## config.mk

```make
export PLATFORM = sky130hd
export DESIGN_NAME = fos_rules
export DESIGN_NICKNAME = d
export VERILOG_FILES = /design/src/hdl/fos_pkg.sv /design/src/hdl/fos_rules.sv
export SDC_FILE = /design/constraint.sdc
export NUM_CORES = 2
export LEC_CHECK = 0
export BUFFER_PORTS_ARGS = -buffer_cell sky130_fd_sc_hd__clkbuf_2
export CORE_ASPECT_RATIO = 0.75
export CORE_MARGIN = 10
export CORE_UTILIZATION = 45
export CTS_BUF_LIST = sky130_fd_sc_hd__clkbuf_8
export DETAILED_ROUTE_END_ITERATION = 10
export GPL_TIMING_DRIVEN = 0
export MAX_ROUTING_LAYER = met4
export PLACE_DENSITY = 0.64
export SETUP_SLACK_MARGIN = 0.15
export SLEW_MARGIN = 25
export SYNTH_ARGS = -nofsm -noshare
export SYNTH_HDL_FRONTEND = slang
export SYNTH_SLANG_ARGS = --single-unit
```

## constraint.sdc

```tcl
create_clock -name clk -period 31.5 [get_ports clk]
set_clock_uncertainty 0.2 [all_clocks]
set_input_delay 6.3 -clock clk [delete_from_list [all_inputs] [get_ports clk]]
set_output_delay 6.3 -clock clk [all_outputs]
set_load 0.03 [all_outputs]
```

## src/hdl/fos_pkg.sv

```systemverilog
package fos_pkg;

  // Sizing
  localparam int UNIVERSE_POINTS = 60;
  localparam int MEMBERSHIP_BITS = 16;
  localparam int MUW             = MEMBERSHIP_BITS + 1;
  localparam int DIST_W          = 9;
  localparam int LIMIT_W         = 8;
  localparam int SPAN_W          = LIMIT_W + 4;
  localparam int STEER_W         = 15;
  localparam int DIR_W           = 2;
  localparam int STEER_FRAC      = 7;
  localparam int NUM_DIST        = 4;

  // Output universe, scaled by the number of intervals
  localparam int SCALE  = UNIVERSE_POINTS - 1;
  localparam int SPAN20 = 20 * SCALE;
  localparam int SPAN30 = 30 * SCALE;

  // Steering limits in 1/128 units
  localparam int STEER_MAX = 100 * 128;
  localparam int BACK_LIM  = -70 * 128;
  localparam int LEFT_LIM  = -10 * 128;
  localparam int RIGHT_LIM = 10 * 128;

  // Configuration port
  localparam int              CFG_AW             = 3;
  localparam logic [0:0]      REG_CORRIDOR_LIMIT = 1'b0;
  localparam logic [LIMIT_W-1:0] LIMIT_RESET     = 8'd25;

  // Output set selectors
  localparam int SET_LEFT     = 0;
  localparam int SET_STRAIGHT = 1;
  localparam int SET_RIGHT    = 2;
  localparam int SET_BACK     = 3;

  typedef logic [MUW-1:0] mu_t;

  localparam mu_t MU_ONE = {1'b1, {MEMBERSHIP_BITS{1'b0}}};

  typedef struct packed {
    mu_t near_mu;
    mu_t med_mu;
    mu_t far_mu;
  } dist_mu_t;

  typedef struct packed {
    mu_t left_p;
    mu_t straight_p;
    mu_t right_p;
    mu_t back_p;
  } pref_t;

  typedef enum logic [DIR_W-1:0] {
    DIR_BACK  = 2'd0,
    DIR_LEFT  = 2'd1,
    DIR_RIGHT = 2'd2,
    DIR_FWD   = 2'd3
  } dir_t;

  typedef struct packed {
    logic signed [STEER_W-1:0] steering_value;
    dir_t                      direction_code;
    logic                      no_activation;
  } result_t;

  function automatic mu_t mu_min(mu_t a, mu_t b);
    return (a < b) ? a : b;
  endfunction

  function automatic mu_t mu_max(mu_t a, mu_t b);
    return (a > b) ? a : b;
  endfunction

  function automatic int univ_x(int i);
    return -100 * SCALE + 200 * i;
  endfunction

  function automatic mu_t ramp20(int off);
    return mu_t'((longint'(off) << MEMBERSHIP_BITS) / SPAN20);
  endfunction

  function automatic mu_t ramp30(int off);
    return mu_t'((longint'(off) << MEMBERSHIP_BITS) / SPAN30);
  endfunction

  // Membership of an output trapezoid at universe point i
  function automatic mu_t out_set_mu(int set_id, int i);
    int  x;
    mu_t v;
    x = univ_x(i);
    v = '0;
    case (set_id)
      SET_LEFT: begin
        if (x <= -80 * SCALE || x >= -10 * SCALE) v = '0;
        else if (x < -60 * SCALE) v = ramp20(x + 80 * SCALE);
        else if (x <= -40 * SCALE) v = MU_ONE;
        else v = ramp30(-10 * SCALE - x);
      end
      SET_STRAIGHT: begin
        if (x <= -30 * SCALE || x >= 30 * SCALE) v = '0;
        else if (x < -10 * SCALE) v = ramp20(x + 30 * SCALE);
        else if (x <= 10 * SCALE) v = MU_ONE;
        else v = ramp20(30 * SCALE - x);
      end
      SET_RIGHT: begin
        if (x <= 10 * SCALE || x >= 80 * SCALE) v = '0;
        else if (x < 40 * SCALE) v = ramp30(x - 10 * SCALE);
        else if (x <= 60 * SCALE) v = MU_ONE;
        else v = ramp20(80 * SCALE - x);
      end
      SET_BACK: begin
        if (x <= -100 * SCALE || x >= -40 * SCALE) v = '0;
        else if (x < -80 * SCALE) v = ramp20(x + 100 * SCALE);
        else if (x <= -60 * SCALE) v = MU_ONE;
        else v = ramp20(-40 * SCALE - x);
      end
      default: v = '0;
    endcase
    return v;
  endfunction

endpackage

```

## src/hdl/fos_rules.sv

```systemverilog
module fos_rules (
  input  logic                                      clk,
  input  logic                                      rst_n,
  input  logic                                      adv,
  input  logic                                      in_vld,
  input  fos_pkg::dist_mu_t [fos_pkg::NUM_DIST-1:0] mu,
  output logic                                      out_vld,
  output fos_pkg::pref_t                            pref
);
  import fos_pkg::*;

  localparam int VW    = MUW + 2;
  localparam int MW    = MEMBERSHIP_BITS + 4;
  localparam int PW    = VW + MW;
  localparam int SHIFT = MEMBERSHIP_BITS + 6;
  localparam logic [MW-1:0] RECIP10 = MW'(((longint'(1) << SHIFT) + 9) / 10);

  function automatic mu_t mn3(mu_t a, mu_t b, mu_t c);
    return mu_min(a, mu_min(b, c));
  endfunction

  dist_mu_t f, r, l, b;
  mu_t      ps_m, pr_m, pl_m, a1, a2, a3;

  mu_t      ps1_r, pr1_r, pl1_r, pb1_r, a1_r, a2_r, a3_r;
  mu_t      ps2_r, pr2_r, pl2_r, pb2_r, a1h_r, a2h_r;
  logic [PW-1:0] p1_r, p2_r, p3_r, p6_r;
  pref_t    pref_r;
  logic     vld_r [3];

  assign f = mu[0];
  assign r = mu[1];
  assign l = mu[2];
  assign b = mu[3];

  // Rule strengths before weighting
  assign ps_m = mu_max(mu_max(mu_max(mn3(f.far_mu, r.near_mu, l.near_mu),
                                     mn3(f.far_mu, l.med_mu, r.med_mu)),
                              mu_max(mn3(f.med_mu, l.med_mu, r.med_mu),
                                     mn3(f.med_mu, l.near_mu, b.near_mu))),
                       mu_max(mu_max(mn3(f.med_mu, r.near_mu, b.near_mu),
                                     mu_min(b.near_mu, f.far_mu)),
                              mu_max(mu_min(mu_min(f.med_mu, l.med_mu),
                                            mu_min(r.med_mu, b.med_mu)),
                                     mn3(f.med_mu, l.near_mu, r.near_mu))));
  assign pr_m = mu_max(mu_max(mn3(r.far_mu, f.near_mu, l.near_mu),
                              mn3(r.med_mu, f.near_mu, l.near_mu)),
                       mu_max(mn3(f.near_mu, l.med_mu, r.far_mu),
                              mn3(f.near_mu, l.far_mu, r.far_mu)));
  assign pl_m = mu_max(mu_max(mn3(l.far_mu, f.near_mu, r.near_mu),
                              mn3(l.med_mu, f.near_mu, r.near_mu)),
                       mn3(f.near_mu, r.med_mu, l.far_mu));
  assign a1 = mn3(l.near_mu, f.far_mu, r.med_mu);
  assign a2 = mn3(r.near_mu, f.far_mu, l.med_mu);
  assign a3 = mn3(f.far_mu, l.far_mu, r.far_mu);

  always_ff @(posedge clk) begin
    if (adv) begin
      // Stage 1: min/max terms
      ps1_r <= ps_m;
      pr1_r <= pr_m;
      pl1_r <= pl_m;
      pb1_r <= mn3(f.near_mu, r.near_mu, l.near_mu);
      a1_r  <= a1;
      a2_r  <= a2;
      a3_r  <= a3;
      // Stage 2: weights, tenths by reciprocal multiply
      ps2_r <= ps1_r;
      pr2_r <= pr1_r;
      pl2_r <= pl1_r;
      pb2_r <= pb1_r;
      a1h_r <= a1_r >> 1;
      a2h_r <= a2_r >> 1;
      p1_r  <= PW'(VW'(a1_r) * VW'(3)) * PW'(RECIP10);
      p2_r  <= PW'(VW'(a2_r) * VW'(3)) * PW'(RECIP10);
      p3_r  <= PW'(VW'(a3_r) * VW'(3)) * PW'(RECIP10);
      p6_r  <= PW'(VW'(a3_r) * VW'(6)) * PW'(RECIP10);
      // Stage 3: final maxima
      pref_r.straight_p <= mu_max(mu_max(ps2_r, MUW'(p1_r >> SHIFT)),
                                  mu_max(MUW'(p2_r >> SHIFT), MUW'(p6_r >> SHIFT)));
      pref_r.right_p    <= mu_max(pr2_r, mu_max(a1h_r, MUW'(p3_r >> SHIFT)));
      pref_r.left_p     <= mu_max(pl2_r, a2h_r);
      pref_r.back_p     <= pb2_r;
    end
  end

  always_ff @(posedge clk) begin
    if (!rst_n) begin
      for (int j = 0; j < 3; j++) vld_r[j] <= 1'b0;
    end else if (adv) begin
      vld_r[0] <= in_vld;
      vld_r[1] <= vld_r[0];
      vld_r[2] <= vld_r[1];
    end
  end

  assign pref    = pref_r;
  assign out_vld = vld_r[2];

endmodule

```

# --- After elaboration in Yosys (flattened, before gate mapping) ---
# Memories as Yosys holds them, arrays and structs flattened.
# Cells that the tools add are included.
# W data, S select, Z words.
op_classes:
  n_mul: 8
  n_lt_le_gt_ge: 51
  muxes: 58
  bitwise_logic: 3
ops:
  columns: ["op", "count"]
  rows:
  - ["$mux W17", 49]
  - ["$lt A17 B17 Y1", 33]
  - ["$gt A17 B17 Y1", 13]
  - ["$mul A19 B19 Y38 const B", 4]
  - ["$mul A17 B2 Y19 const B", 4]
  - ["$gt A17 B16 Y1", 3]
  - ["$mux W16", 2]
  - ["$gt A16 B17 Y1", 1]
  - ["$gt A16 B16 Y1", 1]
  - ["$mux W1", 7]
  - ["$or A1 B1 Y1", 3]
totals:
  reg_bits: 439
  mem_bits_rw: 3
  input_bits: 208
  output_inout_bits: 69
  wordCells: 143
  memories: 1
mem_list:
  columns: ["memory", "words", "word_bits", "rd", "rd_ports_with_merged_regs", "wr", "line_no", "source"]
  rows:
  - ["vld_r", 3, 1, 3, 0, 3, "fos_rules.sv:29", "logic vld_r [3];"]

# --- Depth between registers and ports, before layout ---
depth:
  word_depth: 10
  ltp_mapped: 58
  mapped_depth_nobuf: 53

# --- Worst setup path after synthesis ---
# Ideal clock, no wire load.
synth_path:
  kind: "input to register"
  start: "input port mu[177] (netlist name)"
  end: "register ps1_r[10], data pin"
  setup_time_ns: 0.268
  arrival_ns: 17.184
  required_time_ns: 31.032
  setup_slack_ns: 13.847
  path_stages: 52
  n_path_buf: 10
  path_cell_list: "inv_1 -> ha_1 -> a21oi_1 -> nand2_1 -> a221oi_1 -> a21oi_1 -> nor2_1 -> o21a_1 -> clkbuf_1 -> buf_1 -> mux2i_1 -> ha_1 -> a41o_1 -> a21o_1 -> a2111oi_0 -> o21bai_1 -> a21boi_0 -> o21ai_1 -> (+16 left out) -> a21oi_1 -> nor3_1 -> nor4_1 -> a31oi_1 -> clkbuf_1 -> nor2_1 -> clkbuf_1 -> a222oi_1 -> ha_1 -> nand4_1 -> or2_2 -> o221a_2 -> nor2_1 -> nor2b_1 -> clkbuf_1 -> clkbuf_1 -> a222oi_1 -> nand4_1"
synth_between:
  elab_chain_len: 10
synth_rtl:
  columns: ["item", "line_no", "source"]
  rows:
  - ["from (decl)", "fos_rules.sv:6", "input fos_pkg::dist_mu_t [fos_pkg::NUM_DIST-1:0] mu,"]
  - ["$lt A17 B17 Y1", "fos_pkg.sv:68", "return (a < b) ? a : b;"]
  - ["$mux W17 (*)", "fos_pkg.sv:68", null]
  - ["$lt A17 B17 Y1", "fos_pkg.sv:68", null]
  - ["$mux W17 (*)", "fos_pkg.sv:68", null]
  - ["$gt A17 B17 Y1", "fos_pkg.sv:72", "return (a > b) ? a : b;"]
  - ["$mux W17 (*)", "fos_pkg.sv:72", null]
  - ["$gt A17 B17 Y1", "fos_pkg.sv:72", null]
  - ["$mux W17 (*)", "fos_pkg.sv:72", null]
  - ["$gt A17 B17 Y1", "fos_pkg.sv:72", null]
  - ["$mux W17 (*)", "fos_pkg.sv:72", null]
  - ["named net ps_m[10]", "fos_rules.sv:23", "mu_t ps_m, pr_m, pl_m, a1, a2, a3;"]
  - ["to (signal assigned)", "fos_rules.sv:60", "ps1_r <= ps_m;"]
  - ["to (decl)", "fos_rules.sv:25", "mu_t ps1_r, pr1_r, pl1_r, pb1_r, a1_r, a2_r, a3_r;"]
# The timed path passes the listed nets; every way through them passes the cells marked *.
# A chain may end at the register's enable or synchronous reset.

# --- Worst setup path in the final report ---
layout_path:
  start: "input port mu[127] (netlist name)"
  end: "register ps1_r[16], data pin"
layout_between:
  elab_chain_len: 10
  elab_cells_between_ends: 22
  cone_classes: "order compare: 11; mux: 11"
layout_rtl:
  columns: ["item", "line_no"]
  rows:
  - ["$lt A17 B17 Y1", "fos_pkg.sv:68"]
  - ["$mux W17", "fos_pkg.sv:68"]
  - ["$lt A17 B17 Y1", "fos_pkg.sv:68"]
  - ["$mux W17", "fos_pkg.sv:68"]
  - ["$gt A17 B17 Y1", "fos_pkg.sv:72"]
  - ["$mux W17", "fos_pkg.sv:72"]
  - ["$gt A17 B17 Y1", "fos_pkg.sv:72"]
  - ["$mux W17", "fos_pkg.sv:72"]
  - ["$gt A17 B17 Y1", "fos_pkg.sv:72"]
  - ["$mux W17 (*)", "fos_pkg.sv:72"]
  - ["named net ps_m[16]", "fos_rules.sv:23"]
# Marks and branches as above.

==> impl_results.md <==
* Fill cells at around 12000
* Synth Flop Type: edfxtp_1
* Seq cells post-synth at 339
* Max-Cap Viols at 0
* Top Ports at around 280
* Synth Area per Inst at between 9 and 10 µm²
* Critical path data required time at between 30 and 40 ns
* Post-cts gate resize count at 0
* Num CTS Buffers at 58
* Critical-path top delay cell: a221oi_1
* GP Congestion at 1.08
* ANT nets after route at 0
* Bufs on Longest Clock Path at 3
* Post-synth EDFFs at around 340
* Worst slew pin tran at about 1.3 ns
* Area of the multi-input gates at approximately 0.045 mm²
* Share of layout cells above drive strength 1 at 6.62%
* Total global routing overflow at 0
* Final setup viols at 0
* Dominant cells by area after synthesis: ha_1, edfxtp_1, fa_1
* Fraction of registers with async set/reset at 0%
* Max reg flops at 68
* Status: finished, final reports clean
* Tmin final at 22.24 ns
* Global Route Usage Sum at between 30% and 40%
* Final net count at ~8700
* Normalized max-slew margin at 13.4%
* Ys Warns at 0
* DPL Wire Length at 200000 µm
* Avg WL per Cell at approximately 28 µm
* Hold buffer count at cts at 0
* Post-CTS Setup Bufs at 0
* IO buf count at 256
* Critical Path Fanout Max at 10
* Top cell type's share of synthesized area at 28.3%
* Die width at between 400 and 500 µm
* Site row count at 115
* Post-Syn Area at around 0.059 mm²
* Drt pass-1 iters at 9
* Detailed-route via count at a little over 50000
* Setup_tns at 0 ns
* Largest area contributor in the synthesized netlist: ha_1
* Post-synthesis sequential area ratio at between 10% and 20%
* Area grow syn2layout at 8.03%
* CTS tree: yes
* Clock latency on the worst-skew pair at ~0.69 ns
* RSZ-0062 raised after global routing: false
* Most frequent CP cell: clkbuf_1
* Largest net degree at the start of global routing at 93
* DR vias/cell at just over 6
* Max-slew violations at 0
* Root Driver: clkbuf_8
* Fmax at 45.0 MHz
* Core area at between 0.1 and 0.15 mm²
* Initial core utilization at a little under half
* Final Hold Vio Count at 0
* Crit path DAT at between 20 and 25 ns
* Crit start category: input port
* DRT iter0 DRCs at 6257
* Hold WC Path Type: reg2reg
* Vias in the first global route at about 50000
* Initial antenna violation count at 10
* Remaining DRCs at 0
* First-pass GRT wire length at between 300000 and 400000 µm
* Final Cycle Share at between 70% and 80%
* Storage cell area at just over 0.01 mm²
* Net count after synthesis at between 8000 and 9000
* Setup CP Type: in2reg
* CP endpoint kind: register
* H-tree depth at 2
* Final wirelength at between 200000 and 250000 µm
* Largest stage delay on the critical path at about 0.86 ns
* Post-Synthesis Cells at 6430
* DIE AREA at approximately 0.15 mm²
* Num Clock Sinks at between 300 and 400
* Yosys cell types at 76
* Die Span Y at ~330 µm
* CTS clk-pin slew, worst paths at 0.06 ns
-- placed cells by master (no fill, tap or decap), types with 48 or more instances in the layout --
| master | n |
|---|---|
| a21o_1 | 218 |
| a21oi_1 | 501 |
| a31oi_1 | 64 |
| clkbuf_1 | 134 |
| clkbuf_2 | 255 |
| clkbuf_8 | 61 |
| edfxtp_1 | 339 |
| fa_1 | 404 |
| ha_1 | 1344 |
| inv_1 | 1113 |
| mux2_2 | 78 |
| mux2i_1 | 342 |
| nand2_1 | 241 |
| nand3_1 | 82 |
| nand4_1 | 148 |
| nor2_1 | 430 |
| nor2b_1 | 48 |
| nor3_1 | 53 |
| o21a_1 | 88 |
| o21ai_0 | 209 |
| o22ai_1 | 50 |
| xnor2_1 | 69 |
-- layout make-up --
class,instances,share of cell area (%)
Antenna cell,6,0.0234
Buffer,151,0.908
Clock buffer,60,1.29
Clock inverter,46,0.520
Inverter,1104,6.45
Multi-Input combinational cell,4836,69.4
Sequential cell,339,15.8
Tap cell,1755,3.42
Timing Repair Buffer,260,2.18
-- critical path: cells and delay by family --
kind | cells | cell delay [ns]
compound gates | 22 | 6.79
fa+ha+maj | 5 | 1.69
mux | 2 | 0.59
buf+inv | 11 | 4.31
simple gates | 12 | 2.67
-- worst paths after layout --
kind | from | endpoint | slack, ns | cells after the start
setup / recovery | mu[127] | ps1_r[16] | 9.26 | 52
hold / removal | pr1_r[1] | pr2_r[1] | 0.21 | 0
setup reg to reg | a3_r[0] | p6_r[38] | 21.07 | 33
hold reg to reg | pr1_r[1] | pr2_r[1] | 0.21 | 0
-- logic make-up after synthesis --
kind of cell             count (synthesis)  share of synthesized area (%)
AND/OR/NAND/NOR                       1149                           9.16
multiplexers                           420                           7.23
buffers and inverters                 1255                           7.95
adder cells (fa/ha/maj)               1748                           41.9
XOR/XNOR                                98                           1.44
AO/OA/AOI/OAI                         1421                           15.2
flip-flops                             339                           17.1
-- cells in the mapped netlist (all sizes together) (8+ instances only) --
cell / instances
or3: 10
and2: 8
a221oi: 29
ha: 1344
nor2: 430
xor2: 29
clkbuf: 134
nand2: 241
o211ai: 22
buf: 17
and4: 22
a21oi: 503
o22ai: 50
o21a: 88
a21o: 218
nor3: 53
o31ai: 8
xnor2: 69
nor3b: 8
o221ai: 11
a31oi: 65
fa: 404
o2111ai: 15
mux2i: 342
a41oi: 8
and3: 23
a211oi: 43
mux2: 78
nand2b: 33
a211o: 15
inv: 1103
nand4: 148
a21boi: 9
o21bai: 21
o21ai: 217
nor2b: 48
a222oi: 27
nor4: 16
edfxtp: 339
nand3: 82
a2111oi: 21
-- layer usage --
metal	GRT usage, %	wire [µm]	part of all wire, %
met5	-	0	0
met4	12.1	11600	4.9
met3	9.10	28400	12
met2	43.7	92600	39
met1	45.6	106000	45
-- per-stage QoR --
step,cell area (µm²),setup slack [ns],hold WS [ns],instances,util [%]
floorplan,59500,13.85,0.200,6430,-
global placement,62900,9.49,0.202,8441,48.0
detailed placement,63100,9.53,0.205,8445,48.1
CTS,64200,10.27,0.217,8551,48.9
global route,64200,8.75,0.222,8557,49.0
finish,64200,9.26,0.214,8557,49.0
Power is left out: the tool's default activity adds up to more than one toggle a clock period on the data nets, which glitch-free logic cannot reach.
